## config.mk

```make
export PLATFORM = sky130hd
export DESIGN_NAME = stable_priority_queue
export DESIGN_NICKNAME = d
export VERILOG_FILES = /design/src/rtl/core/spq_pkg.sv /design/src/rtl/core/spq_ram.sv /design/src/rtl/core/stable_priority_queue.sv
export SDC_FILE = /design/constraint.sdc
export NUM_CORES = 2
export LEC_CHECK = 0
export ABC_AREA = 0
export BUFFER_PORTS_ARGS = -buffer_cell sky130_fd_sc_hd__buf_2
export CAP_MARGIN = 5
export CORE_ASPECT_RATIO = 1.75
export CORE_MARGIN = 2
export CORE_UTILIZATION = 35
export CTS_CLUSTER_SIZE = 12
export DETAILED_ROUTE_END_ITERATION = 8
export HOLD_SLACK_MARGIN = 0.03
export PLACE_DENSITY = 0.53
export SYNTH_ARGS = -nofsm -noshare
export SYNTH_HDL_FRONTEND = slang
export SYNTH_SLANG_ARGS = --single-unit
```

## constraint.sdc

```tcl
create_clock -name clk_i -period 11.7 [get_ports clk_i]
set_input_delay 1.17 -clock clk_i [delete_from_list [all_inputs] [get_ports clk_i]]
set_output_delay 1.17 -clock clk_i [all_outputs]
set_load 0.005 [all_outputs]
```

## src/rtl/core/spq_pkg.sv

```systemverilog
// Types and constants shared by the stable priority queue.
package spq_pkg;

  localparam int unsigned DefCapacity = 64;

  localparam logic [1:0] CMD_INSERT  = 2'd0;
  localparam logic [1:0] CMD_EXTRACT = 2'd1;
  localparam logic [1:0] CMD_CLEAR   = 2'd2;

  localparam logic [1:0] ST_DONE  = 2'd0;
  localparam logic [1:0] ST_EMPTY = 2'd1;
  localparam logic [1:0] ST_FULL  = 2'd2;

  typedef enum logic [1:0] {
    S_IDLE,
    S_SCAN,
    S_SHIFT,
    S_FINISH
  } fsm_e;

  typedef struct packed {
    logic [1:0]  cmd;
    logic [15:0] tag;
    logic [15:0] severity;
  } req_t;

  typedef struct packed {
    logic [15:0] out_tag;
    logic [15:0] out_severity;
    logic [1:0]  status;
    logic [6:0]  occupancy;
  } rsp_t;

endpackage

```

## src/rtl/core/spq_ram.sv

```systemverilog
// Generic single-write, single-read RAM with registered read data.
module spq_ram #(
  parameter int unsigned Width = 32,
  parameter int unsigned Depth = 64
) (
  input  logic                     clk_i,
  input  logic                     we_i,
  input  logic [$clog2(Depth)-1:0] waddr_i,
  input  logic [Width-1:0]         wdata_i,
  input  logic                     re_i,
  input  logic [$clog2(Depth)-1:0] raddr_i,
  output logic [Width-1:0]         rdata_o
);

  logic [Width-1:0] mem_q [Depth];
  logic [Width-1:0] rdata_q;

  always_ff @(posedge clk_i) begin
    if (we_i) begin
      mem_q[waddr_i] <= wdata_i;
    end
    if (re_i) begin
      rdata_q <= mem_q[raddr_i];
    end
  end

  assign rdata_o = rdata_q;

endmodule

```

## src/rtl/core/stable_priority_queue.sv

```systemverilog
// Top level of the stable priority queue: sequencer, scan and shift datapath.
//
//   channel   ports                    handshake
//   request   start_i, req_i, busy_o   taken when start_i high and busy_o low
//   result    done_o, rsp_o            one cycle, done_o high, no backpressure
//
// Insert, clear, no-op and flagged requests are handled in the accept cycle (result the next).
// Extract reads the entry RAM once per cycle through one read port: a scan of
// all N entries, a shift pass that moves each entry after the winner down by one
// slot, up to the tail, and a finish state; busy_o stays high through all three,
// result the cycle after the finish state.
// Reset empties the queue; stored entries are not cleared.
// The receiver cannot stall; busy_o stays high until the result cycle.
module stable_priority_queue #(
  parameter int unsigned Capacity = spq_pkg::DefCapacity
) (
  input  logic          clk_i,
  input  logic          rst_ni,
  input  logic          start_i,
  input  spq_pkg::req_t req_i,
  output logic          busy_o,
  output logic          done_o,
  output spq_pkg::rsp_t rsp_o
);
  import spq_pkg::*;

  localparam int unsigned AW = $clog2(Capacity);
  localparam int unsigned CW = $clog2(Capacity + 1);

  fsm_e          state_q, state_d;
  logic [CW-1:0] count_q, count_d;
  logic [CW-1:0] idx_q, idx_d;
  logic [AW-1:0] rd_idx_q, rd_idx_d;
  logic          rd_vld_q, rd_vld_d;
  logic [AW-1:0] best_q, best_d;
  logic [31:0]   best_word_q, best_word_d;
  logic          done_q, done_d;
  rsp_t          rsp_q, rsp_d;

  logic          accept;
  logic          we;
  logic [AW-1:0] waddr;
  logic [31:0]   wdata;
  logic          re;
  logic [31:0]   rdata;
  logic [CW-1:0] count_m1;
  logic          issue;
  logic          scan_last;
  logic          shift_end;
  logic          take_new;

  spq_ram #(
    .Width(32),
    .Depth(Capacity)
  ) u_ram (
    .clk_i  (clk_i),
    .we_i   (we),
    .waddr_i(waddr),
    .wdata_i(wdata),
    .re_i   (re),
    .raddr_i(idx_q[AW-1:0]),
    .rdata_o(rdata)
  );

  assign accept    = start_i && (state_q == S_IDLE);
  assign count_m1  = count_q - CW'(1);
  assign issue     = (idx_q < count_q);
  assign scan_last = rd_vld_q && (rd_idx_q == count_m1[AW-1:0]);
  assign shift_end = !issue && !rd_vld_q;
  assign take_new  = (rd_idx_q == '0) || (rdata[15:0] > best_word_q[15:0]);

  always_comb begin
    state_d = state_q;
    unique case (state_q)
      S_IDLE: begin
        if (accept && (req_i.cmd == CMD_EXTRACT) && (count_q != '0)) begin
          state_d = S_SCAN;
        end
      end
      S_SCAN: begin
        if (scan_last) begin
          state_d = S_SHIFT;
        end
      end
      S_SHIFT: begin
        if (shift_end) begin
          state_d = S_FINISH;
        end
      end
      S_FINISH: state_d = S_IDLE;
      default:  state_d = S_IDLE;
    endcase
  end

  always_comb begin
    count_d     = count_q;
    idx_d       = idx_q;
    rd_idx_d    = rd_idx_q;
    rd_vld_d    = 1'b0;
    best_d      = best_q;
    best_word_d = best_word_q;
    done_d      = 1'b0;
    rsp_d       = rsp_q;
    we          = 1'b0;
    waddr       = count_q[AW-1:0];
    wdata       = {req_i.tag, req_i.severity};
    re          = 1'b0;
    unique case (state_q)
      S_IDLE: begin
        if (accept) begin
          done_d             = 1'b1;
          rsp_d.out_tag      = '0;
          rsp_d.out_severity = '0;
          rsp_d.status       = ST_DONE;
          idx_d              = '0;
          unique case (req_i.cmd)
            CMD_INSERT: begin
              if (count_q == CW'(Capacity)) begin
                rsp_d.status = ST_FULL;
              end else begin
                we      = 1'b1;
                count_d = count_q + CW'(1);
              end
            end
            CMD_EXTRACT: begin
              if (count_q == '0) begin
                rsp_d.status = ST_EMPTY;
              end else begin
                done_d = 1'b0;
              end
            end
            CMD_CLEAR: count_d = '0;
            default:   count_d = count_q;
          endcase
          rsp_d.occupancy = 7'(count_d);
        end
      end
      S_SCAN: begin
        if (issue) begin
          re       = 1'b1;
          idx_d    = idx_q + CW'(1);
          rd_idx_d = idx_q[AW-1:0];
          rd_vld_d = 1'b1;
        end
        if (rd_vld_q && take_new) begin
          best_d      = rd_idx_q;
          best_word_d = rdata;
        end
        if (scan_last) begin
          idx_d = CW'(best_d) + CW'(1);
        end
      end
      S_SHIFT: begin
        if (issue) begin
          re       = 1'b1;
          idx_d    = idx_q + CW'(1);
          rd_idx_d = idx_q[AW-1:0];
          rd_vld_d = 1'b1;
        end
        if (rd_vld_q) begin
          we    = 1'b1;
          waddr = rd_idx_q - AW'(1);
          wdata = rdata;
        end
      end
      S_FINISH: begin
        count_d            = count_m1;
        done_d             = 1'b1;
        rsp_d.out_tag      = best_word_q[31:16];
        rsp_d.out_severity = best_word_q[15:0];
        rsp_d.status       = ST_DONE;
        rsp_d.occupancy    = 7'(count_m1);
      end
      default: begin
        done_d = 1'b0;
      end
    endcase
  end

  always_ff @(posedge clk_i or negedge rst_ni) begin
    if (!rst_ni) begin
      state_q  <= S_IDLE;
      count_q  <= '0;
      idx_q    <= '0;
      rd_vld_q <= 1'b0;
      done_q   <= 1'b0;
    end else begin
      state_q  <= state_d;
      count_q  <= count_d;
      idx_q    <= idx_d;
      rd_vld_q <= rd_vld_d;
      done_q   <= done_d;
    end
  end

  always_ff @(posedge clk_i) begin
    rd_idx_q    <= rd_idx_d;
    best_q      <= best_d;
    best_word_q <= best_word_d;
    rsp_q       <= rsp_d;
  end

  assign busy_o = (state_q != S_IDLE);
  assign done_o = done_q;
  assign rsp_o  = rsp_q;

endmodule
```

=== Word level (Yosys, flattened, before mapping) ===
Memories as Yosys holds them, arrays and structs flattened. A register that Yosys moved wholly into a read port is not among the register bits.
Index checks and enable logic that the tools add are counted.
Widths: inputs -> output; s select.

* Logic and storage cells: 90
* Bits in registers: 103
* Input bits: 37
* Output and inout bits: 43
* RAM bits: 2,048
* Memories kept: 1

* Reduce and logical (&&, ||, !) cells: 23
* Add/sub/neg operators: 5
* Multiplexer cells: 36
* Equal/unequal tests: 11
* $lt $le $gt $ge: 2

{| class="wikitable"
|+ Memory list
! name !! words !! width !! read ports !! clocked after memory_dff !! wr ports !! line !! source
|-
| u_ram.mem_q || 64 || 32 || 1 || 1 || 1 || spq_ram.sv:15 || <nowiki>logic [Width-1:0] mem_q [Depth];</nowiki>
|}

{| class="wikitable"
|+ Operators with widths
! kind !! number
|-
| $pmux 41 s2 || 1
|-
| $mux 32 || 2
|-
| $mux 41 || 1
|-
| $mux 7 || 5
|-
| $pmux 7 s2 || 2
|-
| $mux 6 || 4
|-
| $pmux 7 s3 || 1
|-
| $gt 16x16->1 || 1
|-
| $add 7x1->7 const B || 2
|-
| $mux 1 || 12
|-
| $mux 2 || 4
|-
| $pmux 2 s4 || 1
|-
| $reduce_and 2->1 || 4
|-
| $add 6x1->7 const B || 1
|-
| $eq 7x7->1 const B || 1
|-
| $logic_not 7->1 || 1
|-
| $lt 7x7->1 || 1
|-
| $reduce_bool 7->1 || 1
|-
| $sub 7x1->7 const B || 1
|-
| $eq 2x2->1 const B || 3
|-
| $eq 6x6->1 || 1
|-
| $logic_and 1x1->1 || 6
|-
| $logic_not 6->1 || 1
|-
| $ne 2x2->1 const B || 3
|-
| 12 further kinds || 17
|}

=== Logic depth before layout (Yosys ltp) ===
* Depth after elaboration: 8
* Mapped depth: 14
* Gate-level depth less buffers: 13

=== Cells and area by module ===
A second synthesis with hierarchy kept.

* Cells, all modules: 3,797
* Area total of the unflattened synthesis: 84,413.5 µm²

{| class="wikitable"
|+ By module, submodules not included
! module !! area an instance (µm²) !! cells an instance !! seq. area each (µm²) !! times used
|-
| spq_ram || 78,835.6 || 3,324 || 62,459.9 || 1
|-
| stable_priority_queue || 5,577.8 || 473 || 3,002.9 || 1
|}

=== Worst setup path before layout ===
No wires, ideal clock.

* Kind: register to register
* Start: register state_q[0]
* End: memory u_ram.mem_q[0][0] (data pin)
* Buffers on the path: 1
* Period minus slack after synthesis: 4,280 ps
* Required time: 10,998 ps
* Setup time: 702 ps
* Slack: 7,420 ps
* Data arrival time: 3,578 ps
* Stages on the path, launching flop included: 6
* Cells stage by stage: dfrtp_1 -> inv_1 -> ha_1 -> nand2_1 -> clkbuf_1 -> o21ai_0

* Cells in the longest elaborated chain, start to end: 2

{| class="wikitable"
|+ Ends and longest elaborated chain
! element !! line !! source
|-
| start: declaration || stable_priority_queue.sv:30 || <nowiki>fsm_e state_q, state_d;</nowiki>
|-
| start signal: assignment || stable_priority_queue.sv:188 || <nowiki>state_q <= state_d;</nowiki>
|-
| $eq 2x2->1 || stable_priority_queue.sv:108 || <nowiki>unique case (state_q)</nowiki>
|-
| $mux 32 || stable_priority_queue.sv:108 ||
|-
| net u_ram.wdata_i[0] || spq_ram.sv:9 || <nowiki>input logic [Width-1:0] wdata_i,</nowiki>
|-
| end: declaration || spq_ram.sv:15 ||
|}

The timed path passes the listed nets, and every way through them passes these cells.

=== Final worst setup path ===
* Start: register idx_q[1]
* End: register u_ram.rdata_q[0] (netlist: u_ram.rdata_o[0]), read port of u_ram.mem_q (data pin)

* Cells in the longest elaborated chain, start to end: 3

{| class="wikitable"
|+ Ends and longest elaborated chain
! element !! line !! source
|-
| start: declaration || stable_priority_queue.sv:32 || <nowiki>logic [CW-1:0] idx_q, idx_d;</nowiki>
|-
| start signal: assignment || stable_priority_queue.sv:190 || <nowiki>idx_q <= idx_d;</nowiki>
|-
| $lt 7x7->1 || stable_priority_queue.sv:67 || <nowiki>assign issue = (idx_q < count_q);</nowiki>
|-
| $mux 1 || stable_priority_queue.sv:139, stable_priority_queue.sv:154 ||
|-
| $mux 1 || n/a ||
|-
| end: declaration || spq_ram.sv:16 || <nowiki>logic [Width-1:0] rdata_q;</nowiki>
|}

Several ways; a longest one is shown, not always the timed one.
A chain may end at the register's enable or synchronous reset.

==> results.sh <==
export IMPL_syn_to_final_growth_pct=12.5
export IMPL_finalHoldViolCount=0
export IMPL_rsz0062_at_grt="no"
export IMPL_critPathBufInv=3
export IMPL_synth_nets=3537
export IMPL_cp_end_kind="register"
export IMPL_comb_power_share=0.010
export IMPL_grt_use_total=0.174
export IMPL_cp_startpoint="idx_q[1]"
export IMPL_num_nets_final=3758
export IMPL_yosys_top_cells_count="edfxtp_1, mux4_2, clkbuf_1, nor2_1, nand2_1"
export IMPL_synth_edff_count=2165
export IMPL_firstDrtPassIters=5
export IMPL_nFillCells=21000
export IMPL_pwr_share_seq=0.585
export IMPL_clock_latency_ns=0.85
export IMPL_power_density_mw_per_mm2=155
export IMPL_synth_flop_cell="edfxtp_1"
export IMPL_core_sq_mm=0.239
export IMPL_tns_ns=0
export IMPL_placed_area_sq_mm=0.0891
export IMPL_cts_buffer_depth=4
export IMPL_drive_above_1_share=0.320
export IMPL_ys_ff_latch=2183
export IMPL_yosysWarnings=0
export IMPL_clock_fmax_mhz=203
export IMPL_io_buffers=79
export IMPL_clkPwrFrac=0.406
export IMPL_cp_data_arrival_time_ns=5.48
export IMPL_die_area_sq_mm=0.244
export IMPL_syn_area_sq_mm=0.0841
export IMPL_synth_top_area_frac=0.773
export IMPL_synth_most_common_cell="edfxtp_1"
export IMPL_die_height_um=652
export IMPL_synthArstFlopShare=0.00825
export IMPL_outcome="completed"
export IMPL_drc=0
export IMPL_h_tree_depth=4
export IMPL_clkTransAtPathRegs_ns=0.06
export IMPL_wl_per_cell_um=31.1
export IMPL_cp_required_ns=12.26
export IMPL_switching_share=0.194
export IMPL_final_period_utilization=0.421
export IMPL_grt_overflow=0
export IMPL_internal_power_w=0.0118
export IMPL_finalSetupViolations=0
export IMPL_wl_mm=213
export IMPL_netlist_instances=3469
export IMPL_p_switching_w=0.00286
export IMPL_viasPerCell=5.38
export IMPL_start_util=0.351
export IMPL_ioPinCount=80
export IMPL_dp_cells=6597
export IMPL_setup_ws_ns=6.78
export IMPL_clock_sinks=2183
export IMPL_rr_startpoint="idx_q[1]"
export IMPL_fin_crit_ns=4.92
export IMPL_cts_buffers=210
export IMPL_stdcell_area_sq_mm=0.0946
export IMPL_yosysSeqAreaShare=0.778
export IMPL_vias=36900
export IMPL_yosys_area_top_type="edfxtp_1"
export IMPL_clock_skew_ns=0.0392
export IMPL_cts_root_buf="clkbuf_16"
export IMPL_drt_iter0_markers=3401
export IMPL_irDropWorstVdd_v=0.000111
export IMPL_final_cells=6863
export IMPL_crit_family="buffers and inverters"
export IMPL_dp_hpwl_mm=122
export IMPL_hold_class="in2async"
export IMPL_antenna_left=0
export IMPL_max_stage_delay_ns=0.89
export IMPL_antenna_found_initial=21
export IMPL_synthTopCellsByArea="edfxtp_1, mux4_2, mux2_2, dfrtp_1, ha_1"
export IMPL_whs_ns=0.295
export IMPL_ctsHoldBuffers=0
export IMPL_die_w_um=375
export IMPL_cap_viol_max_count=0
export IMPL_tightest_slew_ns=1.37
export IMPL_slew_violations=0
export IMPL_first_global_vias=39500
export IMPL_avgSynthCellArea_sq_um=24.2
export IMPL_rows=238
export IMPL_leakage_nw=29.4
export IMPL_yosysUniqueCellTypes=50
export IMPL_worstPathMaxFanout=59
export IMPL_crit_path_top_delay_cell="buf_4"
export IMPL_critPathLaunchType="register"
export IMPL_grt_pass1_wl_mm=301
export IMPL_tritoncts="built"
export IMPL_dp_slack_ns=6.56
export IMPL_grt_max_degree=97
export IMPL_worstPathCellList="buf_4 > buf_4 > buf_4 > mux4_2 > mux4_2 > mux4_2"
export IMPL_slew_headroom=0.0854
export IMPL_place_congestion=0.776
export IMPL_timing_worst_setup_path_type="reg2reg"
export IMPL_cts_resized=0
export IMPL_post_cts_setup_buffer_count=0
-- stage by stage --
step            util  power, W
5_1_grt        0.395    0.0151
2_1_floorplan      -   0.00882
6_report       0.395    0.0147
3_3_place_gp   0.372   0.00889
3_5_place_dp   0.372   0.00890
4_1_cts        0.395    0.0148
-- routing by layer --
layer | global-route usage | routed length [um]
met2 | 0.320 | 116000
met5 | 0 | 8
met3 | 0.0280 | 10300
met1 | 0.201 | 78200
met4 | 0.0687 | 8510
-- path summary, 6_finish.rpt --
| kind | to | cells after the start | slack (ns) |
|---|---|---|---|
| worst max-delay path | u_ram.rdata_o[0] | 6 | 6.78 |
| worst max register to register | u_ram.rdata_o[0] | 6 | 6.78 |
| worst min register to register | best_word_q[21] | 0 | 0.44 |
| min in group clk_i | best_word_q[21] | 0 | 0.44 |
| worst min-delay path | count_q[0] | 1 | 0.30 |
| max in group asynchronous | idx_q[1] | 1 | 11.02 |
-- worst reg2reg max path, cell delays in order (launching register included) --
cell     delay [ns]
dfrtp_4        0.54
buf_4          0.72
buf_4          0.95
buf_4          0.85
mux4_2         0.50
mux4_2         0.60
mux4_2         0.50
-- kinds of logic after synthesis --
kind of cell	Yosys count	share of synthesized area
AOI/OAI and AO/OA	87	0.00696
xor gates and xnor gates	16	0.00167
adders and majority gates	31	0.00461
buffers and inverters	214	0.0103
DFF	2183	0.778
muxes	715	0.186
and+or+nand+nor	223	0.0123
-- final cells by class --
| class | count | area, sq um | share of cell area |
|---|---|---|---|
| Multi-Input combinational cell | 1072 | 18300 | 0.193 |
| Antenna cell | 10 | 25.0 | 0.000264 |
| Clock buffer | 246 | 5410 | 0.0572 |
| Clock inverter | 9 | 104 | 0.00110 |
| Timing Repair Buffer | 184 | 1280 | 0.0136 |
| Sequential cell | 2183 | 65500 | 0.692 |
| Tap cell | 3120 | 3900 | 0.0413 |
| Inverter | 39 | 146 | 0.00155 |
-- state kept, by name (all words and copies together), names as in the netlist, 2 cells and up --
signal and cells:
u_ram.mem_q 2048, rsp_o 41, best_word_q 32, u_ram.rdata_o 32
count_q 7, idx_q 7, best_q 6, rd_idx_q 6
state_q 2
-- power groups by stage --
stage	clock, W	combinational [W]	sequential [W]
6_report	0.00596	0.000140	0.00859
5_1_grt	0.00635	0.000154	0.00858
4_1_cts	0.00610	0.000144	0.00859
3_5_place_dp	0	0.000144	0.00876
3_3_place_gp	0	0.000135	0.00875
2_1_floorplan	0	0.0000635	0.00875
-- placed cells by master (no fill, tap or decap), drive strengths merged, types with 5 or more instances in the layout --
master and instances:
inv 41, a21oi 21, and2 22, edfxtp 2165, xor2 9, nand2 44, clkbuf 246, clkinv 5
o211ai 6, nand2b 6, mux4 672, o21ai 23, mux2 43, diode 10, nand4 10, o221ai 6
nand3 23, and3 7, ha 31, nor2 92, xnor2 7, dfrtp 18, buf 184
Note: power is estimated with default switching activity, not from simulation.
